--- src/design/lmssc_pkg.sv ---
// Shared types, codes and constants of the lid motor stall and speed controller.
// Used by the channel interfaces and by the controller core; depends on nothing.

package lmssc_pkg;

    // Field widths fixed by the item and result formats.
    localparam int POS_W   = 16;
    localparam int CNT_W   = 8;
    localparam int DUTY_W  = 7;
    localparam int EIDX_W  = 3;
    localparam int CFG_IDX_W = 3;
    localparam int CFG_DAT_W = 16;

    // Supervisor and drive constants.
    localparam int CHECK_PERIOD = 5;
    localparam int WEAK_LIMIT   = 2;
    localparam int SETTLE_TICKS = 10;
    localparam int DUTY_FULL    = 100;

    // Item operation codes.
    typedef enum logic [1:0] {
        OP_TICK    = 2'd0,
        OP_SET_DIR = 2'd1,
        OP_WR_FWD  = 2'd2,
        OP_WR_REV  = 2'd3
    } t_op;

    // Configuration register indexes.
    typedef enum logic [CFG_IDX_W-1:0] {
        REG_MIN_POS    = 3'd0,
        REG_MAX_POS    = 3'd1,
        REG_ZONE_LOW   = 3'd2,
        REG_ZONE_HIGH  = 3'd3,
        REG_RISING     = 3'd4,
        REG_STALL_MOVE = 3'd5,
        REG_DUTY_TRIM  = 3'd6
    } t_reg;

    // Direction codes.
    localparam logic [1:0] DIR_STOP = 2'd0;
    localparam logic [1:0] DIR_FWD  = 2'd1;
    localparam logic [1:0] DIR_REV  = 2'd2;

    // Zone codes.
    localparam logic [1:0] ZONE_LOW  = 2'd0;
    localparam logic [1:0] ZONE_MID  = 2'd1;
    localparam logic [1:0] ZONE_HIGH = 2'd2;

    typedef struct packed {
        logic [1:0]        operation;
        logic [POS_W-1:0]  position_sample;
        logic [1:0]        direction_cmd;
        logic [EIDX_W-1:0] entry_index;
        logic [DUTY_W-1:0] entry_value;
    } t_item;

    typedef struct packed {
        logic              fwd_enable;
        logic              rev_enable;
        logic [DUTY_W-1:0] fwd_duty;
        logic [DUTY_W-1:0] rev_duty;
        logic [1:0]        zone;
        logic [1:0]        direction;
        logic              stall_stop;
        logic              past_middle;
        logic [EIDX_W-1:0] speed_index;
    } t_result;

    typedef struct packed {
        logic [CFG_IDX_W-1:0] index;
        logic [CFG_DAT_W-1:0] value;
    } t_cfg;

    // Counter increment that saturates at the all-ones value.
    function automatic logic [CNT_W-1:0] sat_inc(input logic [CNT_W-1:0] v);
        return (v == {CNT_W{1'b1}}) ? v : v + CNT_W'(1);
    endfunction

endpackage

--- src/design/lmssc_if.sv ---
// Valid/ready channel interfaces: input items, result items and register writes.
// Payload types come from lmssc_pkg.

interface lmssc_item_if;
    logic              valid;
    logic              ready;
    lmssc_pkg::t_item  payload;

    modport source (output valid, output payload, input ready);
    modport sink   (input valid, input payload, output ready);
endinterface

interface lmssc_result_if;
    logic               valid;
    logic               ready;
    lmssc_pkg::t_result payload;

    modport source (output valid, output payload, input ready);
    modport sink   (input valid, input payload, output ready);
endinterface

interface lmssc_cfg_if;
    logic             valid;
    logic             ready;
    lmssc_pkg::t_cfg  payload;

    modport source (output valid, output payload, input ready);
    modport sink   (input valid, input payload, output ready);
endinterface

--- src/design/lmssc_ram.sv ---
// Generic single-write, single-read RAM with a registered read port.
// Stand-alone; no package needed.

module lmssc_ram #(
    parameter int WIDTH = 8,
    parameter int DEPTH = 8,
    localparam int AW = $clog2(DEPTH)
) (
    input  logic             i_clk,
    input  logic             i_we,
    input  logic [AW-1:0]    i_waddr,
    input  logic [WIDTH-1:0] i_wdata,
    input  logic             i_re,
    input  logic [AW-1:0]    i_raddr,
    output logic [WIDTH-1:0] o_rdata
);

    logic [WIDTH-1:0] r_mem [DEPTH];
    logic [WIDTH-1:0] r_rdata;

    // Write port and registered read port.
    always_ff @(posedge i_clk) begin
        if (i_we) begin
            r_mem[i_waddr] <= i_wdata;
        end
        if (i_re) begin
            r_rdata <= r_mem[i_raddr];
        end
    end

    assign o_rdata = r_rdata;

endmodule

--- src/design/lmssc_div.sv ---
// Iterative restoring divider for the speed index, one quotient bit per cycle.
// The caller guarantees the quotient fits in QW bits. No package needed.

module lmssc_div #(
    parameter int QW = 4,
    parameter int DW = 16,
    localparam int NW = DW + QW,
    localparam int CW = $clog2(QW + 1)
) (
    input  logic          i_clk,
    input  logic          i_rst_n,
    input  logic          i_start,
    input  logic [NW-1:0] i_num,
    input  logic [DW-1:0] i_den,
    output logic          o_done,
    output logic [QW-1:0] o_quot
);

    logic          r_busy;
    logic          r_done;
    logic [CW-1:0] r_cnt;
    logic [NW-1:0] r_rem;
    logic [NW-1:0] r_den;
    logic [QW-1:0] r_quot;
    logic          n_ge;
    logic [NW-1:0] n_diff;

    // Trial subtraction of the shifted divisor.
    always_comb begin
        n_ge   = (r_rem >= r_den);
        n_diff = r_rem - r_den;
    end

    // Step sequencer: the divisor starts at its top alignment and moves right.
    always_ff @(posedge i_clk) begin
        if (!i_rst_n) begin
            r_busy <= 1'b0;
            r_done <= 1'b0;
            r_cnt  <= '0;
        end else begin
            r_done <= 1'b0;
            if (i_start) begin
                r_busy <= 1'b1;
                r_cnt  <= '0;
                r_rem  <= i_num;
                r_den  <= NW'(i_den) << (QW - 1);
                r_quot <= '0;
            end else if (r_busy) begin
                if (n_ge) begin
                    r_rem <= n_diff;
                end
                r_quot <= {r_quot[QW-2:0], n_ge};
                r_den  <= r_den >> 1;
                r_cnt  <= r_cnt + CW'(1);
                if (r_cnt == CW'(QW - 1)) begin
                    r_busy <= 1'b0;
                    r_done <= 1'b1;
                end
            end
        end
    end

    assign o_done = r_done;
    assign o_quot = r_quot;

endmodule

--- src/design/lid_motor_stall_speed_controller_core.sv ---
// Lid motor H-bridge controller. Each item is one transaction on i_item: a tick with a
// position sample, a direction command or a speed-table write; every item returns exactly
// one result transaction on o_result. Ticks pass through the clamp, classify and supervise
// steps, the bit-per-cycle speed-index divider (when max exceeds min) and the registered
// speed-table read before the result is loaded; other items go straight to delivery.
// i_item is ready only between items, while a finished result may still wait in the
// output register. Registers are to be written on i_cfg only while the block is idle;
// the block itself does not enforce this. Depends on lmssc_pkg, lmssc_if, lmssc_ram and
// lmssc_div.

module lid_motor_stall_speed_controller_core import lmssc_pkg::*; #(
    parameter int TABLE_ENTRIES = 8
) (
    input  logic           i_clk,
    input  logic           i_rst_n,
    lmssc_cfg_if.sink      i_cfg,
    lmssc_item_if.sink     i_item,
    lmssc_result_if.source o_result
);

    localparam int IDX_W = $clog2(TABLE_ENTRIES);
    localparam int QW    = $clog2(TABLE_ENTRIES + 1);
    localparam int NW    = POS_W + QW;
    localparam int XW    = IDX_W + EIDX_W;

    typedef enum logic [2:0] {
        S_IDLE,
        S_CLAMP,
        S_CLASSIFY,
        S_SUPERVISE,
        S_DIVIDE,
        S_FETCH,
        S_DELIVER
    } t_state;

    // Configuration registers.
    logic [POS_W-1:0] r_min_pos;
    logic [POS_W-1:0] r_max_pos;
    logic [POS_W-1:0] r_zone_lo;
    logic [POS_W-1:0] r_zone_hi;
    logic             r_rising_open;
    logic [POS_W-1:0] r_stall_move;
    logic [7:0]       r_trim;

    // Controller state.
    t_state           r_state;
    logic [1:0]       r_cur_dir;
    logic [1:0]       r_prev_dir;
    logic [CNT_W-1:0] r_same_ticks;
    logic             r_chk_on;
    logic [CNT_W-1:0] r_chk_ticks;
    logic [CNT_W-1:0] r_weak;
    logic [POS_W-1:0] r_prev_pos;
    logic [POS_W-1:0] r_held_pos;

    // Per-item working registers.
    logic             r_tick;
    logic [POS_W-1:0] r_sample;
    logic [1:0]       r_zone;
    logic             r_past_mid;
    logic             r_rising;
    logic [POS_W-1:0] r_moved;
    logic [POS_W-1:0] r_span;
    logic [POS_W-1:0] r_share;
    logic             r_span_ok;
    logic [IDX_W-1:0] r_idx;
    logic             r_stall;

    // Output register.
    logic             r_out_valid;
    t_result          r_result;

    // Combinational helpers.
    logic             w_item_acc;
    logic             w_out_free;
    logic [XW-1:0]    w_eidx_ext;
    logic             w_eidx_ok;
    logic [IDX_W-1:0] w_waddr;
    logic             w_fwd_we;
    logic             w_rev_we;
    logic             w_rd_en;
    logic [DUTY_W-1:0] w_fwd_rdata;
    logic [DUTY_W-1:0] w_rev_rdata;
    logic             w_div_start;
    logic             w_div_done;
    logic [QW-1:0]    w_quot;
    logic [NW-1:0]    w_num;
    logic [POS_W-1:0] n_clamp;
    logic [CNT_W-1:0] n_same_ticks;
    logic             n_chk_on;
    logic [1:0]       n_zone;
    logic [POS_W:0]   w_mid_sum;
    logic [POS_W-1:0] w_mid;
    logic [POS_W-1:0] w_a;
    logic [POS_W-1:0] w_b;
    logic [POS_W:0]   w_ab;
    logic [POS_W-1:0] w_ba;
    logic [CNT_W-1:0] n_chk_ticks;
    logic [CNT_W-1:0] n_weak;
    logic             n_check_due;
    logic [IDX_W-1:0] n_idx;
    logic [DUTY_W-1:0] w_entry;
    logic signed [8:0] w_trim_sum;
    logic [DUTY_W-1:0] w_trimmed;
    logic [XW-1:0]    w_idx_ext;
    t_result          n_result;

    // Register writes; the port never stalls.
    assign i_cfg.ready = 1'b1;

    always_ff @(posedge i_clk) begin
        if (!i_rst_n) begin
            r_min_pos     <= '0;
            r_max_pos     <= '1;
            r_zone_lo     <= '0;
            r_zone_hi     <= '1;
            r_rising_open <= 1'b1;
            r_stall_move  <= '0;
            r_trim        <= '0;
        end else if (i_cfg.valid && i_cfg.ready) begin
            unique case (i_cfg.payload.index)
                REG_MIN_POS:    r_min_pos     <= i_cfg.payload.value;
                REG_MAX_POS:    r_max_pos     <= i_cfg.payload.value;
                REG_ZONE_LOW:   r_zone_lo     <= i_cfg.payload.value;
                REG_ZONE_HIGH:  r_zone_hi     <= i_cfg.payload.value;
                REG_RISING:     r_rising_open <= i_cfg.payload.value[0];
                REG_STALL_MOVE: r_stall_move  <= i_cfg.payload.value;
                REG_DUTY_TRIM:  r_trim        <= i_cfg.payload.value[7:0];
                default: begin
                end
            endcase
        end
    end

    // Handshake and table write decode.
    assign w_item_acc   = i_item.valid && i_item.ready;
    assign i_item.ready = (r_state == S_IDLE);
    assign w_out_free   = !r_out_valid || o_result.ready;
    assign w_eidx_ext   = XW'(i_item.payload.entry_index);
    assign w_eidx_ok    = (w_eidx_ext < XW'(TABLE_ENTRIES));
    assign w_waddr      = w_eidx_ext[IDX_W-1:0];
    assign w_fwd_we     = w_item_acc && w_eidx_ok && (i_item.payload.operation == OP_WR_FWD);
    assign w_rev_we     = w_item_acc && w_eidx_ok && (i_item.payload.operation == OP_WR_REV);
    assign w_rd_en      = (r_state == S_FETCH);

    lmssc_ram #(
        .WIDTH (DUTY_W),
        .DEPTH (TABLE_ENTRIES)
    ) u_fwd_table (
        .i_clk   (i_clk),
        .i_we    (w_fwd_we),
        .i_waddr (w_waddr),
        .i_wdata (i_item.payload.entry_value),
        .i_re    (w_rd_en),
        .i_raddr (r_idx),
        .o_rdata (w_fwd_rdata)
    );

    lmssc_ram #(
        .WIDTH (DUTY_W),
        .DEPTH (TABLE_ENTRIES)
    ) u_rev_table (
        .i_clk   (i_clk),
        .i_we    (w_rev_we),
        .i_waddr (w_waddr),
        .i_wdata (i_item.payload.entry_value),
        .i_re    (w_rd_en),
        .i_raddr (r_idx),
        .o_rdata (w_rev_rdata)
    );

    // Speed index divider: TABLE_ENTRIES * share / span.
    assign w_div_start = (r_state == S_SUPERVISE) && r_span_ok;
    assign w_num       = NW'(r_share) * NW'(TABLE_ENTRIES);

    lmssc_div #(
        .QW (QW),
        .DW (POS_W)
    ) u_div (
        .i_clk   (i_clk),
        .i_rst_n (i_rst_n),
        .i_start (w_div_start),
        .i_num   (w_num),
        .i_den   (r_span),
        .o_done  (w_div_done),
        .o_quot  (w_quot)
    );

    // Clamp, maximum limit tested first, and direction settling.
    always_comb begin
        if (r_sample > r_max_pos) begin
            n_clamp = r_max_pos;
        end else if (r_sample < r_min_pos) begin
            n_clamp = r_min_pos;
        end else begin
            n_clamp = r_sample;
        end
        n_same_ticks = '0;
        n_chk_on     = 1'b0;
        if (r_cur_dir != DIR_STOP && r_prev_dir == r_cur_dir) begin
            n_same_ticks = sat_inc(r_same_ticks);
            n_chk_on     = r_chk_on || (n_same_ticks >= CNT_W'(SETTLE_TICKS));
        end
    end

    // Zone, midpoint and movement since the last check.
    always_comb begin
        if (r_rising_open) begin
            if (r_held_pos <= r_zone_lo) begin
                n_zone = ZONE_LOW;
            end else if (r_held_pos >= r_zone_hi) begin
                n_zone = ZONE_HIGH;
            end else begin
                n_zone = ZONE_MID;
            end
        end else begin
            if (r_held_pos >= r_zone_lo) begin
                n_zone = ZONE_LOW;
            end else if (r_held_pos <= r_zone_hi) begin
                n_zone = ZONE_HIGH;
            end else begin
                n_zone = ZONE_MID;
            end
        end
        w_mid_sum = {1'b0, r_max_pos} + {1'b0, r_min_pos};
        w_mid     = w_mid_sum[POS_W:1];
        if (r_cur_dir == DIR_FWD) begin
            w_a = r_held_pos;
            w_b = r_prev_pos;
        end else begin
            w_a = r_prev_pos;
            w_b = r_held_pos;
        end
        w_ab = {1'b0, w_a} - {1'b0, w_b};
        w_ba = w_b - w_a;
    end

    // Stall check outcome.
    always_comb begin
        n_chk_ticks = sat_inc(r_chk_ticks);
        n_check_due = r_chk_on && (n_chk_ticks >= CNT_W'(CHECK_PERIOD));
        if (r_rising == r_rising_open && r_moved >= r_stall_move) begin
            n_weak = '0;
        end else begin
            n_weak = sat_inc(r_weak);
        end
    end

    // Saturated divider quotient.
    always_comb begin
        if (w_quot >= QW'(TABLE_ENTRIES)) begin
            n_idx = IDX_W'(TABLE_ENTRIES - 1);
        end else begin
            n_idx = w_quot[IDX_W-1:0];
        end
    end

    // Bridge drive from the fetched table entry.
    always_comb begin
        w_entry    = (r_cur_dir == DIR_FWD) ? w_fwd_rdata : w_rev_rdata;
        w_trim_sum = $signed({2'b00, w_entry}) + $signed({r_trim[7], r_trim});
        if (w_trim_sum < 0) begin
            w_trimmed = '0;
        end else if (w_trim_sum > 9'sd100) begin
            w_trimmed = DUTY_W'(DUTY_FULL);
        end else begin
            w_trimmed = w_trim_sum[DUTY_W-1:0];
        end
        w_idx_ext = XW'(r_idx);

        n_result           = '0;
        n_result.direction = r_cur_dir;
        if (r_tick) begin
            n_result.zone        = r_zone;
            n_result.stall_stop  = r_stall;
            n_result.past_middle = r_past_mid;
            n_result.speed_index = w_idx_ext[EIDX_W-1:0];
            if (r_cur_dir == DIR_FWD || r_cur_dir == DIR_REV) begin
                if (w_entry != '0) begin
                    n_result.fwd_enable = 1'b1;
                    n_result.rev_enable = 1'b1;
                    if (r_cur_dir == DIR_FWD) begin
                        n_result.fwd_duty = w_trimmed;
                    end else begin
                        n_result.rev_duty = w_trimmed;
                    end
                end else begin
                    n_result.fwd_duty = DUTY_W'(DUTY_FULL);
                    n_result.rev_duty = DUTY_W'(DUTY_FULL);
                end
            end
        end
    end

    // Sequencer, controller state and output register.
    always_ff @(posedge i_clk) begin
        if (!i_rst_n) begin
            r_state      <= S_IDLE;
            r_cur_dir    <= DIR_STOP;
            r_prev_dir   <= DIR_STOP;
            r_same_ticks <= '0;
            r_chk_on     <= 1'b0;
            r_chk_ticks  <= '0;
            r_weak       <= '0;
            r_prev_pos   <= '0;
            r_held_pos   <= '0;
            r_out_valid  <= 1'b0;
        end else begin
            if (o_result.ready) begin
                r_out_valid <= 1'b0;
            end
            unique case (r_state)
                S_IDLE: begin
                    if (w_item_acc) begin
                        r_sample <= i_item.payload.position_sample;
                        r_tick   <= (i_item.payload.operation == OP_TICK);
                        if (i_item.payload.operation == OP_TICK) begin
                            r_state <= S_CLAMP;
                        end else begin
                            if (i_item.payload.operation == OP_SET_DIR) begin
                                if (i_item.payload.direction_cmd == DIR_FWD ||
                                    i_item.payload.direction_cmd == DIR_REV) begin
                                    r_cur_dir <= i_item.payload.direction_cmd;
                                end else begin
                                    r_cur_dir <= DIR_STOP;
                                end
                            end
                            r_state <= S_DELIVER;
                        end
                    end
                end
                S_CLAMP: begin
                    r_held_pos   <= n_clamp;
                    r_same_ticks <= n_same_ticks;
                    r_chk_on     <= n_chk_on;
                    r_stall      <= 1'b0;
                    r_state      <= S_CLASSIFY;
                end
                S_CLASSIFY: begin
                    r_zone     <= n_zone;
                    r_past_mid <= r_rising_open ? (r_held_pos > w_mid) : (r_held_pos < w_mid);
                    r_rising   <= !w_ab[POS_W];
                    r_moved    <= w_ab[POS_W] ? w_ba : w_ab[POS_W-1:0];
                    r_span     <= r_max_pos - r_min_pos;
                    r_span_ok  <= (r_max_pos > r_min_pos);
                    r_share    <= r_rising_open ? (r_held_pos - r_min_pos)
                                                : (r_max_pos - r_held_pos);
                    r_state    <= S_SUPERVISE;
                end
                S_SUPERVISE: begin
                    r_prev_dir <= r_cur_dir;
                    if (!r_chk_on) begin
                        r_chk_ticks <= '0;
                        r_prev_pos  <= r_held_pos;
                    end else if (!n_check_due) begin
                        r_chk_ticks <= n_chk_ticks;
                    end else begin
                        r_chk_ticks <= '0;
                        r_prev_pos  <= r_held_pos;
                        r_weak      <= n_weak;
                        if (n_weak >= CNT_W'(WEAK_LIMIT)) begin
                            r_cur_dir  <= DIR_STOP;
                            r_prev_dir <= DIR_STOP;
                            r_stall    <= 1'b1;
                        end
                    end
                    if (r_span_ok) begin
                        r_state <= S_DIVIDE;
                    end else begin
                        r_idx   <= '0;
                        r_state <= S_FETCH;
                    end
                end
                S_DIVIDE: begin
                    if (w_div_done) begin
                        r_idx   <= n_idx;
                        r_state <= S_FETCH;
                    end
                end
                S_FETCH: begin
                    r_state <= S_DELIVER;
                end
                S_DELIVER: begin
                    if (w_out_free) begin
                        r_result    <= n_result;
                        r_out_valid <= 1'b1;
                        r_state     <= S_IDLE;
                    end
                end
                default: begin
                    r_state <= S_IDLE;
                end
            endcase
        end
    end

    assign o_result.valid   = r_out_valid;
    assign o_result.payload = r_result;

`ifndef SYNTHESIS
    // A stall stop always leaves the motor stopped.
    a_stall_stops: assert property (@(posedge i_clk) disable iff (!i_rst_n)
        (o_result.valid && o_result.payload.stall_stop) |->
            (o_result.payload.direction == DIR_STOP))
        else $error("stall stop reported with the motor still running");

    // Running drive enables both high sides and drives only one low side.
    a_one_side: assert property (@(posedge i_clk) disable iff (!i_rst_n)
        (o_result.valid && o_result.payload.fwd_enable) |->
            (o_result.payload.rev_enable &&
             (o_result.payload.fwd_duty == '0 || o_result.payload.rev_duty == '0)))
        else $error("both low sides driven while running");

    // Duties never exceed full scale.
    a_duty_range: assert property (@(posedge i_clk) disable iff (!i_rst_n)
        o_result.valid |->
            (o_result.payload.fwd_duty <= DUTY_W'(DUTY_FULL) &&
             o_result.payload.rev_duty <= DUTY_W'(DUTY_FULL)))
        else $error("duty above full scale");

    // The divider only finishes while the sequencer waits for it.
    a_div_sync: assert property (@(posedge i_clk) disable iff (!i_rst_n)
        w_div_done |-> (r_state == S_DIVIDE))
        else $error("divider finished outside the divide step");

    // The table is never read beyond its last entry.
    a_idx_range: assert property (@(posedge i_clk) disable iff (!i_rst_n)
        (r_state == S_FETCH) |-> (r_idx <= IDX_W'(TABLE_ENTRIES - 1)))
        else $error("speed index beyond the table");
`endif

endmodule
--- src/flat_wrapper.sv ---
// flat-port wrapper written by rule: the top's interface ports become plain ports
module lid_motor_stall_speed_controller_core_flat import lmssc_pkg::*;
#(
    parameter int TABLE_ENTRIES = 8
)
  (i_clk, i_rst_n, i_cfg_valid, i_cfg_payload, i_cfg_ready, i_item_valid, i_item_payload, i_item_ready, o_result_valid, o_result_payload, o_result_ready);
  lmssc_cfg_if i_cfg_i ();
  lmssc_item_if i_item_i ();
  lmssc_result_if o_result_i ();
  input  logic i_clk;
  input  logic i_rst_n;
  input wire logic [$bits(i_cfg_i.valid)-1:0] i_cfg_valid;
  input wire logic [$bits(i_cfg_i.payload)-1:0] i_cfg_payload;
  output wire logic [$bits(i_cfg_i.ready)-1:0] i_cfg_ready;
  input wire logic [$bits(i_item_i.valid)-1:0] i_item_valid;
  input wire logic [$bits(i_item_i.payload)-1:0] i_item_payload;
  output wire logic [$bits(i_item_i.ready)-1:0] i_item_ready;
  output wire logic [$bits(o_result_i.valid)-1:0] o_result_valid;
  output wire logic [$bits(o_result_i.payload)-1:0] o_result_payload;
  input wire logic [$bits(o_result_i.ready)-1:0] o_result_ready;
  assign i_cfg_i.valid = i_cfg_valid;
  assign i_cfg_i.payload = i_cfg_payload;
  assign i_cfg_ready = i_cfg_i.ready;
  assign i_item_i.valid = i_item_valid;
  assign i_item_i.payload = i_item_payload;
  assign i_item_ready = i_item_i.ready;
  assign o_result_valid = o_result_i.valid;
  assign o_result_payload = o_result_i.payload;
  assign o_result_i.ready = o_result_ready;
  lid_motor_stall_speed_controller_core #(.TABLE_ENTRIES(TABLE_ENTRIES)) u_core (.i_clk(i_clk), .i_rst_n(i_rst_n), .i_cfg(i_cfg_i), .i_item(i_item_i), .o_result(o_result_i));
endmodule
--- config.mk ---
export PLATFORM = sky130hd
export DESIGN_NAME = lid_motor_stall_speed_controller_core_flat
export DESIGN_NICKNAME = d
export VERILOG_FILES = /design/src/design/lmssc_pkg.sv /design/src/design/lmssc_if.sv /design/src/design/lmssc_ram.sv /design/src/design/lmssc_div.sv /design/src/design/lid_motor_stall_speed_controller_core.sv /design/src/flat_wrapper.sv
export SDC_FILE = /design/constraint.sdc
export NUM_CORES = 1
export LEC_CHECK = 0
export ABC_AREA = 1
export BUFFER_PORTS_ARGS = -buffer_cell sky130_fd_sc_hd__buf_2
export CORE_ASPECT_RATIO = 1.1
export CORE_UTILIZATION = 40
export DETAILED_ROUTE_END_ITERATION = 6
export GPL_TIMING_DRIVEN = 0
export HOLD_SLACK_MARGIN = 0.03
export PLACE_DENSITY = 0.62
export SLEW_MARGIN = 20
export SYNTH_ARGS = -nofsm -noshare
export SYNTH_HDL_FRONTEND = slang
export SYNTH_SLANG_ARGS = --single-unit
--- constraint.sdc ---
create_clock -name i_clk -period 3.3 [get_ports i_clk]
set_input_delay 0.165 -clock i_clk [delete_from_list [all_inputs] [get_ports i_clk]]
set_output_delay 0.165 -clock i_clk [all_outputs]
set_load 0.03 [all_outputs]
; ---- Yosys cells after proc, flatten, opt, wreduce, memory -nomap -nowiden
; Memories as Yosys holds them, arrays and structs flattened. A register that Yosys moved wholly into a read port is not among the register bits.
; Cells that the tools add are included.
[totals]
inputBits = 54
memories = 2
mem_bits_rw = 112
wordCells = 234
output_inout_bits = 28
register_bits = 301
[op_classes]
addsub = 12
muxes = 68
n_eq_ne = 35
bitwise = 5
n_lt_le_gt_ge = 18
n_reduce_logical = 47
[mem_list]
columns = memory, words, width, rd, rd_clocked_by_memory_dff, write_ports, line_no
row1 = u_core.u_fwd_table.r_mem, 8, 7, 1, 1, 1, lmssc_ram.sv:18  ; logic [WIDTH-1:0] r_mem [DEPTH];
row2 = u_core.u_rev_table.r_mem, 8, 7, 1, 1, 1, lmssc_ram.sv:18
[op_table]
columns = operator, count
row1 = 16-bit 2-to-1 mux, 8
row2 = 16-bit subtractor, 4
row3 = 19-bit 2-to-1 mux, 3
row4 = 8-bit 2-to-1 mux, 7
row5 = 16-bit >= comparator, 3
row6 = 16-bit greater-than comparator, 3
row7 = 20-bit 2-to-1 mux, 2
row8 = 7-bit 2-to-1 mux, 5
row9 = 16-bit <= comparator, 2
row10 = 16-bit less-than comparator, 2
row11 = 2-bit 2-to-1 mux, 13
row12 = 8-bit by 1-bit adder with 8-bit output (second input constant), 3
row13 = 8-bit equality test (second input constant), 3
row14 = 2-bit AND reduction, 11
row15 = 3-bit 2-to-1 mux, 7
row16 = 3-bit case mux with 7 select lines, 1
row17 = 20-bit by 19-bit >= comparator with 1-bit output, 1
row18 = 20-bit by 19-bit subtractor with 20-bit output, 1
row19 = 3-bit equality test (second input constant), 6
row20 = 16-bit by 16-bit adder with 17-bit output, 1
row21 = 1-bit 2-to-1 mux, 17
row22 = 16-bit by 16-bit subtractor with 17-bit output, 1
row23 = 3-bit by 2-bit equality test with 1-bit output (second input constant), 5
row24 = 3-bit AND reduction, 5
row25 = other kinds (34), 71

; ---- Logic depth before layout (Yosys ltp)
; Gate-level depths: netlist of run 1.
[depth]
ltp_word = 8
depth_mapped = 21
ltp_nobuf = 20

; ---- Cells and area by module
; A second synthesis of run 1 with hierarchy kept.
[unflattened]
hier_cells = 3372
hier_area_um2 = 26340.3
[by_module_without_submodules]
columns = module, cells_per_inst, seq_area_each_um2, n_inst, area_each_um2
row1 = lid_motor_stall_speed_controller_core, 2401, 6025.8, 1, 17511.8
row2 = lmssc_ram, 266, 1891.8, 2, 2788.9
row3 = lmssc_div, 439, 1391.3, 1, 3250.6

; ---- Worst setup path before layout of run 1
; No wires, ideal clock.
[synth_path]
kind = reg-to-reg
start = reg u_core.r_state[1]
end = reg u_core.r_moved[0], enable pin
required_time_ns = 2.836
period_less_slack_ns = 3.379
n_path_buf = 0
arrival_ns = 2.915
stages_incl_launch_ff = 5
setup_time_ns = 0.464
slack_ns = -0.079
cell_sequence = dfxtp_1 -> inv_1 -> nor3_1 -> inv_1 -> nor2_1
[synth_between]
elab_chain_len = 2
[synth_rtl]
columns = element, line_no
row1 = "start, declared", lid_motor_stall_speed_controller_core.sv:46  ; t_state r_state;
row2 = "start signal, assigned", lid_motor_stall_speed_controller_core.sv:298  ; r_state <= S_IDLE;
row3 = "start signal, assigned", lid_motor_stall_speed_controller_core.sv:318  ; r_state <= S_CLAMP;
row4 = "start signal, assigned", lid_motor_stall_speed_controller_core.sv:328  ; r_state <= S_DELIVER;
row5 = 3-bit by 2-bit equality test with 1-bit output, lid_motor_stall_speed_controller_core.sv:312  ; unique case (r_state)
row6 = 2-bit AND reduction (no line), n/a
row7 = "end signal, assigned", lid_motor_stall_speed_controller_core.sv:343  ; r_moved <= w_ab[POS_W] ? w_ba : w_ab[POS_W-1:0];
row8 = "end, declared", lid_motor_stall_speed_controller_core.sv:62  ; logic [POS_W-1:0] r_moved;
; Every way passes these cells.
; A chain may end at the register's enable or synchronous reset.

; ---- Worst setup path after layout of run 1
[layout_path]
start = reg u_core.r_min_pos[2]
end = reg u_core.r_past_mid, data pin
[layout_between]
elab_chain_len = 3
word_cells_on_any_way = 4
cone_classes = add/sub (1) / order compare (2) / mux (1)
[layout_rtl]
columns = element, line_no
row1 = "start, declared", lid_motor_stall_speed_controller_core.sv:37  ; logic [POS_W-1:0] r_min_pos;
row2 = "start signal, assigned", lid_motor_stall_speed_controller_core.sv:122  ; REG_MIN_POS: r_min_pos <= i_cfg.payload.value;
row3 = 16-bit by 16-bit adder with 17-bit output (*), lid_motor_stall_speed_controller_core.sv:225  ; w_mid_sum = {1'b0, r_max_pos} + {1'b0, r_min_pos};
row4 = 16-bit less-than comparator or 16-bit greater-than comparator (tied branches), lid_motor_stall_speed_controller_core.sv:341  ; r_past_mid <= r_rising_open ? (r_held_pos > w_mid) : (r_held_pos < w_mid);
row5 = 1-bit 2-to-1 mux (*), lid_motor_stall_speed_controller_core.sv:341
row6 = "end signal, assigned", lid_motor_stall_speed_controller_core.sv:341
row7 = "end, declared", lid_motor_stall_speed_controller_core.sv:60  ; logic r_past_mid;
; Mark *: on every way between the ends. The rest lies on a longest branch, timed or not.

==> results of run 1 <==
through the flow:
stage / hold WS [ns] / TNS (ns) / power, mW / worst slack (ns) / area (um2)
global placement: 0.341 / -80.61 / 13.2 / -1.11 / 26700
detailed placement: 0.344 / -15.35 / 13.3 / -0.581 / 26800
CTS: 0.0452 / -0.0291 / 19.0 / -0.0291 / 29100
finish: 0.0910 / 0 / 18.9 / 0.0598 / 29200
floorplan: 0.264 / 0 / 11.5 / 0.276 / 25300
global route: 0.119 / -0.117 / 20.2 / -0.117 / 29200
power groups by stage:
stage | logic [mW] | clock network (mW) | registers [mW]
2_1_floorplan | 4.88 | 0 | 6.58
3_3_place_gp | 6.47 | 0 | 6.73
3_5_place_dp | 6.59 | 0 | 6.72
4_1_cts | 6.72 | 5.63 | 6.62
5_1_grt | 7.70 | 5.85 | 6.65
6_report | 6.76 | 5.55 | 6.63
worst max-delay path, stage by stage, from the launching register on:
cell                      delay (ns)
sky130_fd_sc_hd__dfxtp_1        0.36
sky130_fd_sc_hd__inv_1          0.12
sky130_fd_sc_hd__ha_1           0.28
sky130_fd_sc_hd__buf_2          0.18
sky130_fd_sc_hd__inv_1          0.08
sky130_fd_sc_hd__a21oi_1        0.16
sky130_fd_sc_hd__nand2_2        0.11
sky130_fd_sc_hd__nand4_1        0.11
sky130_fd_sc_hd__nand3_2        0.10
sky130_fd_sc_hd__nand3_1        0.09
sky130_fd_sc_hd__nand2_1        0.08
sky130_fd_sc_hd__nand3_1        0.08
sky130_fd_sc_hd__nand2_1        0.06
sky130_fd_sc_hd__xor2_1         0.14
sky130_fd_sc_hd__ha_1           0.28
sky130_fd_sc_hd__nand2_2        0.11
sky130_fd_sc_hd__nor2_1         0.06
sky130_fd_sc_hd__nand2_1        0.06
sky130_fd_sc_hd__o211a_1        0.18
sky130_fd_sc_hd__nand2_1        0.09
sky130_fd_sc_hd__nand3_1        0.09
sky130_fd_sc_hd__o21ai_2        0.11
flip-flops by register name, indices dropped and copies added (netlist names), 8 cells and up:
| name | cells |
|---|---|
| u_core.r_zone_lo | 16 |
| u_core.u_div.r_den | 19 |
| u_core.o_result.payload | 24 |
| u_core.r_sample | 16 |
| u_core.r_span | 16 |
| u_core.r_max_pos | 16 |
| u_core.r_moved | 16 |
| u_core.u_rev_table.r_mem | 56 |
| u_core.r_chk_ticks | 8 |
| u_core.r_zone_hi | 16 |
| u_core.r_prev_pos | 16 |
| u_core.u_fwd_table.r_mem | 56 |
| u_core.r_same_ticks | 8 |
| u_core.r_held_pos | 16 |
| u_core.r_share | 16 |
| u_core.u_div.r_rem | 20 |
| u_core.r_stall_move | 16 |
| u_core.r_trim | 8 |
| u_core.r_min_pos | 16 |
| u_core.r_weak | 8 |
kinds of logic after synthesis:
| family | after synthesis | share of synthesized area, % |
|---|---|---|
| adders and majority gates | 199 | 10.0 |
| xor gates and xnor gates | 106 | 3.70 |
| other | 1 | 0.0148 |
| buffers and inverters | 475 | 7.32 |
| and+or+nand+nor | 1202 | 19.7 |
| AOI/OAI and AO/OA | 697 | 14.8 |
| DFF | 426 | 44.3 |
| muxes | 3 | 0.124 |
cell usage in the layout (no fill, tap or decap), types with 10 or more instances in the layout:
master / netlist / layout
sky130_fd_sc_hd__nand2_1: 616 / 613
sky130_fd_sc_hd__inv_1: 368 / 361
sky130_fd_sc_hd__nor2_1: 334 / 330
sky130_fd_sc_hd__o21ai_0: 318 / 311
sky130_fd_sc_hd__edfxtp_1: 267 / 267
sky130_fd_sc_hd__a21oi_1: 257 / 257
sky130_fd_sc_hd__ha_1: 193 / 185
sky130_fd_sc_hd__dfxtp_1: 159 / 148
sky130_fd_sc_hd__nand3_1: 134 / 133
sky130_fd_sc_hd__buf_2: 10 / 85
sky130_fd_sc_hd__xor2_1: 83 / 82
sky130_fd_sc_hd__clkbuf_1: 72 / 77
sky130_fd_sc_hd__clkbuf_16: 0 / 51
sky130_fd_sc_hd__dlygate4sd3_1: 0 / 50
sky130_fd_sc_hd__nor3_1: 38 / 36
sky130_fd_sc_hd__nand4_1: 34 / 34
sky130_fd_sc_hd__a31oi_1: 30 / 29
sky130_fd_sc_hd__o211ai_1: 23 / 23
sky130_fd_sc_hd__xnor2_1: 22 / 22
sky130_fd_sc_hd__a21o_1: 15 / 15
sky130_fd_sc_hd__o22ai_1: 15 / 15
sky130_fd_sc_hd__or2_2: 14 / 14
sky130_fd_sc_hd__o21ai_1: 7 / 12
sky130_fd_sc_hd__clkbuf_8: 0 / 12
sky130_fd_sc_hd__inv_2: 4 / 10
sky130_fd_sc_hd__buf_4: 6 / 10
how the worst max path moves through the flow:
stage          cells after the start                          to  slack [ns]
4_1_cts                           19           u_core.r_past_mid       -0.03
3_3_place_gp                       4  u_core.o_result.payload[5]       -1.11
5_1_grt                           21           u_core.r_past_mid       -0.12
3_5_place_dp                      19           u_core.r_past_mid       -0.58
6_report                          21           u_core.r_past_mid        0.06
2_1_floorplan                      3          u_core.r_sample[0]        0.28
area by class of cell:
| cell class | count | area (um2) | share of cell area [%] |
|---|---|---|---|
| timing repair buffer | 140 | 1020 | 3.51 |
| inverter | 377 | 1420 | 4.85 |
| sequential | 426 | 11200 | 38.4 |
| tap | 833 | 1040 | 3.57 |
| clock buffer | 73 | 1480 | 5.06 |
| buffer | 93 | 442 | 1.51 |
| clock inverter | 21 | 214 | 0.732 |
| antenna | 1 | 2.50 | 0.00856 |
| multi-input combinational | 2209 | 12400 | 42.4 |
layer usage:
metal | wire length [um] | vias to the layer above
met4 | 2530 | 0
li1 | - | 10868
met1 | 32600 | 10054
met3 | 4260 | 124
met2 | 35300 | 580
met5 | 0 | -
what timing repair did:
item                       in CTS  in global routing
pin swaps                       1                  2
hold buffers                   50                  0
hold endpoints to repair      210                  0
setup endpoints to repair      47                 34
buffers inserted                3                  1
cloned                          1                  0
resized for setup              26                 38
==> results.sh, run 1 <==
export IMPL_outcome="complete, no violations"
export IMPL_detailed_route_wire_length_per_cell_um=17.9
export IMPL_seq_area_frac_synth_pct=44.3
export IMPL_synth_ff_latch_count=426
export IMPL_seq_power_share_pct=35.0
export IMPL_post_synth_most_frequent_cells="616 x sky130_fd_sc_hd__nand2_1, 368 x sky130_fd_sc_hd__inv_1, 334 x sky130_fd_sc_hd__nor2_1, 318 x sky130_fd_sc_hd__o21ai_0, 267 x sky130_fd_sc_hd__edfxtp_1"
export IMPL_drt_iter0_markers=1634
export IMPL_synth_cells=3109
export IMPL_floorplan_rows=96
export IMPL_post_synth_cell_area_avg_um2=8.13
export IMPL_worst_r2r_cell_count=21
export IMPL_min_delay_path_depth=6
export IMPL_grt_max_degree=29
export IMPL_cp_max_fanout=7
export IMPL_first_drt_pass_iteration_count=6
export IMPL_setup_viol=0
export IMPL_timing_setup_critical_path_class="register to register"
export IMPL_clock_root_buffer="sky130_fd_sc_hd__clkbuf_16"
export IMPL_synth_cell_types=59
export IMPL_synth_most_common_cell="sky130_fd_sc_hd__nand2_1"
export IMPL_placeableCoreArea_um2=62500
export IMPL_tritoncts="built"
export IMPL_wire_length_of_the_first_global_routing_pass_um=115000
export IMPL_yosysWarnings=0
export IMPL_worstReg2RegStart="u_core.r_min_pos[2]"
export IMPL_worstSetupStartpoint="u_core.r_min_pos[2]"
export IMPL_comb_power_share_pct=35.7
export IMPL_starting_utilization_of_the_core_area_pct=40.4
export IMPL_die_height_um=266
export IMPL_tritoncts_num_sinks=426
export IMPL_final_core_utilization_pct=46.8
export IMPL_path_clk_slew_ns=0.07
export IMPL_critical_path_arrival_ns=3.56
export IMPL_r2r_setup_slack_ns=0.06
export IMPL_fmaxAchievable_mhz=309
export IMPL_grt_setup_unrepaired="true"
export IMPL_final_net_count=3550
export IMPL_worst_setup_path_end_kind="register"
export IMPL_skew_ns=0.0536
export IMPL_cts_max_level=2
export IMPL_grtUsageTotal_pct=23.1
export IMPL_worst_r2r_endpoint="u_core.r_past_mid"
export IMPL_grtUsageMet2_pct=39.7
export IMPL_die_area_um2=64200
export IMPL_p_leak_nw=12.4
export IMPL_antenna_found_initial=0
export IMPL_worstMarginPinSlew_ns=1.11
export IMPL_clock_tree_buffer_depth=3
export IMPL_synth_async_reset_ratio_pct=0
export IMPL_grt_busiest_layer="met2"
export IMPL_worst_setup_path_start_kind="register"
export IMPL_power_share_switching_pct=37.6
export IMPL_maxCapViolCount=0
export IMPL_hold_path_endpoint="u_core.r_max_pos[0]"
export IMPL_clkPwrFrac_pct=29.3
export IMPL_globalplace_congestion=0.939
export IMPL_worstHoldPathType="input port to register"
export IMPL_port_buffers=80
export IMPL_area_growth_syn_to_layout_pct=15.7
export IMPL_insertion_delay_ns=0.64
export IMPL_final_instance_count_excl_fill=4173
export IMPL_synth_enable_flop_cells=267
export IMPL_synth_net_count=3362
export IMPL_power_internal_mw=11.8
export IMPL_final_hold_viol_count=0
export IMPL_final_max_slew_viol_count=0
export IMPL_detail_route_wirelength_um=74700
export IMPL_drive_above_1_share_pct=8.18
export IMPL_gr_total_overflow=0
export IMPL_dp_cells=4028
export IMPL_grt_use_met3_pct=3.19
export IMPL_maxSlewHeadroom_pct=25.3
export IMPL_antenna_left=0
export IMPL_vias=21626
export IMPL_power_spent_charging_and_discharging_nets_mw=7.13
export IMPL_min_delay_start="i_cfg_payload[17]"
export IMPL_synth_area_leader_cell="sky130_fd_sc_hd__edfxtp_1"
export IMPL_layout_worst_path_cycle_share_pct=98.2
export IMPL_post_synth_top_area_fraction_pct=31.7
export IMPL_viasPerCell=5.18
export IMPL_io_pin_count=82
export IMPL_remaining_drc_errors=0
export IMPL_first_global_vias=20565
export IMPL_pwr_density_cell_nw_per_um2=648
export IMPL_synth_top_cells_by_area="sky130_fd_sc_hd__edfxtp_1 32%, sky130_fd_sc_hd__dfxtp_1 13%, sky130_fd_sc_hd__ha_1 9.6%"
export IMPL_grt_use_met1_pct=29.6
export IMPL_detailedPlacementHpwl_um=57000
export IMPL_synth_ff_type="sky130_fd_sc_hd__edfxtp_1"
export IMPL_mappedNetlistArea_um2=25300
export IMPL_final_min_clock_period_ns=3.24
export IMPL_power_ir_vdd_worst_mv=0.550
export IMPL_tritoncts_num_buffers=50
export IMPL_die_width_um=242
export IMPL_critical_path_required_ns=3.62
export IMPL_filler_cells_inserted=6235
Note: power is estimated with default switching activity, not from simulation.
==> run 2: changes to the inputs <==
Settings changed: CORE_UTILIZATION 40 to 55, PLACE_DENSITY 0.62 to 0.8.
==> results.sh, run 2 (synthesis results as in run 1) <==
export IMPL_outcome="complete, but fails checks"
export IMPL_violations_in_the_final_reports="design-rule violations"
export IMPL_detailedPlacementHpwl_um=53400
export IMPL_die_area_um2=46800
export IMPL_critical_path_top_delay_family="simple AND/OR/NAND/NOR gates"
export IMPL_critical_path_depth=21
export IMPL_grt_use_met3_pct=4.40
export IMPL_die_width_um=206
export IMPL_starting_utilization_of_the_core_area_pct=55.6
export IMPL_grt_max_degree=32
export IMPL_clock_tree_buffer_depth=3
export IMPL_cp_max_fanout=7
export IMPL_pwr_density_cell_nw_per_um2=639
export IMPL_fin_worst_hold_slack_ns=0.0527
export IMPL_floorplan_rows=82
export IMPL_slowest_delay_ns=0.35
export IMPL_final_max_slew_viol_count=0
export IMPL_layout_worst_path_cycle_share_pct=95.8
export IMPL_tritoncts_num_sinks=426
export IMPL_skew_ns=0.0269
export IMPL_cp_slowest_cell="sky130_fd_sc_hd__dfxtp_2"
export IMPL_final_cell_mix="613 x sky130_fd_sc_hd__nand2_1, 357 x sky130_fd_sc_hd__inv_1, 330 x sky130_fd_sc_hd__nor2_1"
export IMPL_globalplace_congestion=0.985
export IMPL_gr_total_overflow=0
export IMPL_final_core_utilization_pct=63.0
export IMPL_fmaxAchievable_mhz=316
export IMPL_insertion_delay_ns=0.59
export IMPL_min_delay_path_depth=5
export IMPL_worstMarginPinSlew_ns=1.05
export IMPL_drt_iter0_markers=1906
export IMPL_worst_setup_path_start_kind="register"
export IMPL_vias=22181
export IMPL_wire_length_of_the_first_global_routing_pass_um=110000
export IMPL_critical_path_required_ns=3.60
export IMPL_grtUsageMet2_pct=51.9
export IMPL_worst_r2r_cell_count=21
export IMPL_area_growth_syn_to_layout_pct=13.3
export IMPL_filler_cells_inserted=3794
export IMPL_worst_setup_path_end_kind="register"
export IMPL_timing_critical_path_buf_inv=2
export IMPL_grtUsageTotal_pct=30.6
export IMPL_maxSlewHeadroom_pct=29.1
export IMPL_preCtsSetupSlack_ns=-0.506
export IMPL_critical_path_arrival_ns=3.46
export IMPL_drive_above_1_share_pct=7.92
export IMPL_final_hold_viol_count=0
export IMPL_dpl_cell_area_um2=26500
export IMPL_first_global_vias=20996
export IMPL_remaining_drc_errors=7
export IMPL_timing_setup_critical_path_class="register to register"
export IMPL_design_area_um2=28600
export IMPL_tritoncts="built"
export IMPL_cts_max_level=2
export IMPL_io_pin_count=82
export IMPL_path_common_cell="sky130_fd_sc_hd__nand2_1"
export IMPL_final_common_cell="sky130_fd_sc_hd__nand2_1"
export IMPL_maxCapViolCount=0
export IMPL_biggestRegsByFlops="u_core.u_fwd_table.r_mem: 56 flops, u_core.u_rev_table.r_mem: 56 flops, u_core.o_result.payload: 24 flops"
export IMPL_tritoncts_num_buffers=43
export IMPL_worst_slack_ns=0.138
export IMPL_worstHoldPathType="input port to register"
export IMPL_insertedDiodeCount=0
export IMPL_grt_setup_unrepaired="true"
export IMPL_first_drt_pass_iteration_count=7
export IMPL_path_cells="inv_2 > ha_1 > clkbuf_4 > nor2_1 > nand2_1 > nand2_2 > nand4_1 > nand3_2 > nand3_1 > nand2_1 > nand3_1 > nand2_1 > xor2_1 > ha_1 > nand2_2 > nor2_1 > nand2_1 > o211a_1 > nand2_1 > nand3_1 > o21ai_1"
export IMPL_grt_use_met1_pct=36.6
export IMPL_antenna_found_initial=1
export IMPL_detailed_route_wire_length_per_cell_um=18.1
export IMPL_clock_root_buffer="sky130_fd_sc_hd__clkbuf_16"
export IMPL_final_net_count=3542
export IMPL_port_buffers=80
export IMPL_antenna_left=0
export IMPL_viasPerCell=5.67
export IMPL_setup_viol=0
export IMPL_die_height_um=227
export IMPL_final_min_clock_period_ns=3.16
export IMPL_grt_busiest_layer="met2"
export IMPL_path_clk_slew_ns=0.07
export IMPL_power_ir_vdd_worst_mv=0.545
export IMPL_p_leak_nw=12.3
export IMPL_placeableCoreArea_um2=45500
export IMPL_total_power_mw=18.3
export IMPL_detail_route_wirelength_um=70900
==> run 2: per-layer routing <==
metal | up-vias | wire length, um
met5 | - | 0
met4 | 0 | 4750
met3 | 239 | 5300
met1 | 10152 | 27100
met2 | 931 | 33800
li1 | 10859 | -
==> run 2: final cells by class <==
type	instances	area, um2	area share, %
Buffer	92	435	1.52
Clock buffer	55	1170	4.10
Clock inverter	23	231	0.809
Inverter	377	1420	4.96
Multi-Input combinational cell	2209	12400	43.3
Sequential cell	426	11200	39.2
Tap cell	588	736	2.57
Timing Repair Buffer	140	1020	3.57
==> run 2: final timing paths <==
| check | start | to | slack [ns] |
|---|---|---|---|
| max reg2reg | u_core.r_min_pos[2] | u_core.r_past_mid | 0.14 |
| max | u_core.r_min_pos[2] | u_core.r_past_mid | 0.14 |
| min reg2reg | u_core.r_stall_move[13] | u_core.r_stall_move[13] | 0.46 |
| min | i_item_payload[11] | u_core.r_cur_dir[1] | 0.05 |
==> run 2: repair_timing <==
item                                    4_1_cts  5_1_grt
resized for setup                            14       52
endpoints found under the setup margin       35       38
hold buffers                                 48        0
endpoints found under the hold margin       181        0
pin swaps                                     1        4
setup buffers                                 1        6
gates cloned                                  1        0
==> run 2: worst min-delay path: stages <==
cell and delay [ns]:
sky130_fd_sc_hd__buf_2 0.09, sky130_fd_sc_hd__inv_1 0.10, sky130_fd_sc_hd__nor3_1 0.07, sky130_fd_sc_hd__nor2_1 0.09, sky130_fd_sc_hd__a21oi_1 0.06
==> run 2: power by group <==
group	switching, mW	internal [mW]	leakage (nW)
sequential	0.327	6.27	3.71
combinational	4.41	2.37	7.89
clock	2.09	2.83	0.683
total	6.82	11.5	12.3
==> run 2: through the flow <==
step                TNS [ns]  std cells
finish                     0       3910
global route          -0.122       3910
CTS                        0       3905
detailed placement    -11.88       3782
global placement      -46.27       3777
floorplan                  0       3109
==> run 3: changes to the inputs <==
Settings changed: CELL_PAD_IN_SITES_DETAIL_PLACEMENT set to 2, CELL_PAD_IN_SITES_GLOBAL_PLACEMENT set to 2, CORE_UTILIZATION 55 to 35, PLACE_DENSITY 0.8 to 0.82.
==> results.sh, run 3 (synthesis results as in run 1) <==
export IMPL_skew_ns=0.0519
export IMPL_cts_max_level=2
export IMPL_layout_worst_path_cycle_share_pct=103
export IMPL_final_hold_viol_count=0
export IMPL_die_height_um=284
export IMPL_timing_setup_critical_path_class="register to register"
export IMPL_dpl_cell_area_um2=26900
export IMPL_die_width_um=258
export IMPL_io_pin_count=82
export IMPL_floorplan_rows=102
export IMPL_maxSlewHeadroom_pct=26.3
export IMPL_worst_r2r_endpoint="u_core.r_past_mid"
export IMPL_hold_path_endpoint="u_core.r_zone_lo[0]"
export IMPL_critical_path_arrival_ns=3.75
export IMPL_pwr_density_cell_nw_per_um2=689
export IMPL_worst_slack_ns=-0.0918
export IMPL_biggestRegsByFlops="u_core.u_fwd_table.r_mem: 56 flops, u_core.u_rev_table.r_mem: 56 flops, u_core.o_result.payload: 24 flops"
export IMPL_vias=23559
export IMPL_tritoncts_num_sinks=426
export IMPL_gr_total_overflow=0
export IMPL_placeableCoreArea_um2=71000
export IMPL_wire_length_of_the_first_global_routing_pass_um=157000
export IMPL_critical_path_top_delay_family="simple AND/OR/NAND/NOR gates"
export IMPL_antenna_left=0
export IMPL_path_common_cell="sky130_fd_sc_hd__nor2_1"
export IMPL_wl_met3_um=4010
export IMPL_outcome="complete, but fails checks"
export IMPL_globalplace_congestion=0.900
export IMPL_detail_route_wirelength_um=104000
export IMPL_final_min_clock_period_ns=3.39
export IMPL_grt_setup_unrepaired="true"
export IMPL_met2_wirelength_um=52700
export IMPL_worst_setup_path_start_kind="register"
export IMPL_final_cell_mix="609 x sky130_fd_sc_hd__nand2_1, 349 x sky130_fd_sc_hd__inv_1, 329 x sky130_fd_sc_hd__nor2_1"
export IMPL_r2r_setup_slack_ns=-0.09
export IMPL_remaining_drc_errors=0
export IMPL_die_area_um2=73300
export IMPL_detailed_route_wire_length_per_cell_um=24.1
export IMPL_total_power_mw=20.6
export IMPL_min_delay_path_depth=6
export IMPL_tritoncts="built"
export IMPL_path_clk_slew_ns=0.07
export IMPL_setup_viol=1
export IMPL_min_delay_start="i_cfg_payload[16]"
export IMPL_cp_max_fanout=9
export IMPL_worst_r2r_cell_count=15
export IMPL_port_buffers=80
export IMPL_wl_met1_um=42300
export IMPL_first_drt_pass_iteration_count=5
export IMPL_cp_slowest_cell="sky130_fd_sc_hd__dfxtp_1"
export IMPL_final_net_count=3573
export IMPL_timing_critical_path_buf_inv=2
export IMPL_maxCapViolCount=0
export IMPL_tritoncts_num_buffers=50
export IMPL_route_top_layer_used="met4"
export IMPL_design_area_um2=29900
export IMPL_area_growth_syn_to_layout_pct=18.3
export IMPL_p_leak_nw=12.6
export IMPL_worstMarginPinSlew_ns=1.11
export IMPL_worstHoldPathType="input port to register"
export IMPL_first_global_vias=26452
export IMPL_grtUsageTotal_pct=27.7
export IMPL_violations_in_the_final_reports="negative setup slack"
export IMPL_antenna_found_initial=5
export IMPL_drive_above_1_share_pct=9.93
export IMPL_clock_root_buffer="sky130_fd_sc_hd__clkbuf_16"
export IMPL_starting_utilization_of_the_core_area_pct=35.6
export IMPL_worst_setup_path_end_kind="register"
export IMPL_path_cells="inv_2 > ha_4 > inv_1 > a21oi_1 > o21ai_2 > a31oi_1 > nor2_1 > nor2_1 > xor2_1 > ha_1 > nand2_1 > nor4_4 > nand3_1 > nand3_2 > o21ai_4"
export IMPL_final_common_cell="sky130_fd_sc_hd__nand2_1"
export IMPL_drt_iter0_markers=1172
export IMPL_slowest_delay_ns=0.42
export IMPL_critical_path_required_ns=3.66
export IMPL_grt_max_degree=29
export IMPL_insertion_delay_ns=0.64
export IMPL_fmaxAchievable_mhz=295
export IMPL_clock_tree_buffer_depth=3
export IMPL_power_ir_vdd_worst_mv=0.503
export IMPL_worstReg2RegStart="u_core.r_min_pos[4]"
export IMPL_viasPerCell=5.48
export IMPL_final_max_slew_viol_count=0
export IMPL_detailedPlacementHpwl_um=75700
-- run 3: how the worst max path moves through the flow --
stage / startpoint / to / slack [ns] / depth (start not counted)
6_report: u_core.r_min_pos[4] / u_core.r_past_mid / -0.09 / 15
5_1_grt: u_core.r_min_pos[4] / u_core.r_past_mid / -0.15 / 15
4_1_cts: u_core.r_max_pos[0] / u_core.r_past_mid / -0.08 / 18
3_5_place_dp: u_core.r_max_pos[5] / u_core.r_past_mid / -0.89 / 18
3_3_place_gp: u_core.r_state[0] / u_core.u_div.r_rem[16] / -1.04 / 7
2_1_floorplan: u_core.r_state[0] / u_core.r_sample[0] / 0.28 / 3
-- run 3: stage by stage --
step                      instances  setup TNS, ns  hold WS (ns)  setup WS, ns  util, %
after floorplan                3109              0         0.264         0.276        -
after global placement         4125         -63.84         0.345         -1.04     37.8
after detailed placement       4130         -28.06         0.346        -0.886     38.0
after CTS                      4277        -0.0750        0.0493       -0.0750     41.6
after global routing           4298         -0.210         0.132        -0.153     42.1
final                          4299        -0.0918        0.0752       -0.0918     42.1
-- run 3: what timing repair did --
| item | CTS | global route |
|---|---|---|
| gates cloned | 1 | 0 |
| endpoints found under the setup margin | 94 | 30 |
| pin swaps | 5 | 16 |
| buffers inserted | 6 | 21 |
| gates resized for setup | 59 | 76 |
| hold buffers | 51 | 0 |
| endpoints found under the hold margin | 207 | 0 |
-- run 3: tightest hold or removal path, stage by stage --
cell and delay, ns:
sky130_fd_sc_hd__buf_2 0.13, sky130_fd_sc_hd__nor2_1 0.07, sky130_fd_sc_hd__inv_1 0.06, sky130_fd_sc_hd__nor2_1 0.05
sky130_fd_sc_hd__o21ai_0 0.14, sky130_fd_sc_hd__nor2_1 0.05
-- run 3: cell type report --
| type | count | area (um2) |
|---|---|---|
| Timing Repair Buffer | 163 | 1200 |
| Antenna cell | 1 | 2.50 |
| Clock buffer | 69 | 1450 |
| Clock inverter | 25 | 394 |
| Buffer | 93 | 458 |
| Sequential cell | 426 | 11200 |
| Multi-Input combinational cell | 2209 | 12500 |
| Inverter | 377 | 1440 |
| Fill cell | 7919 | 41100 |
| Tap cell | 936 | 1170 |
-- run 3: power by group --
group	internal [mW]	switching, mW	total, mW
Combinational	2.57	5.11	7.68
Clock	3.73	2.51	6.23
Sequential	6.27	0.408	6.68
Total	12.6	8.03	20.6
-- run 3: metal layers --
metal,GRT usage (%),up-vias
met5,0,-
met4,12.5,0
met3,3.02,212
met2,50.1,515
met1,32.9,11930
li1,-,10902
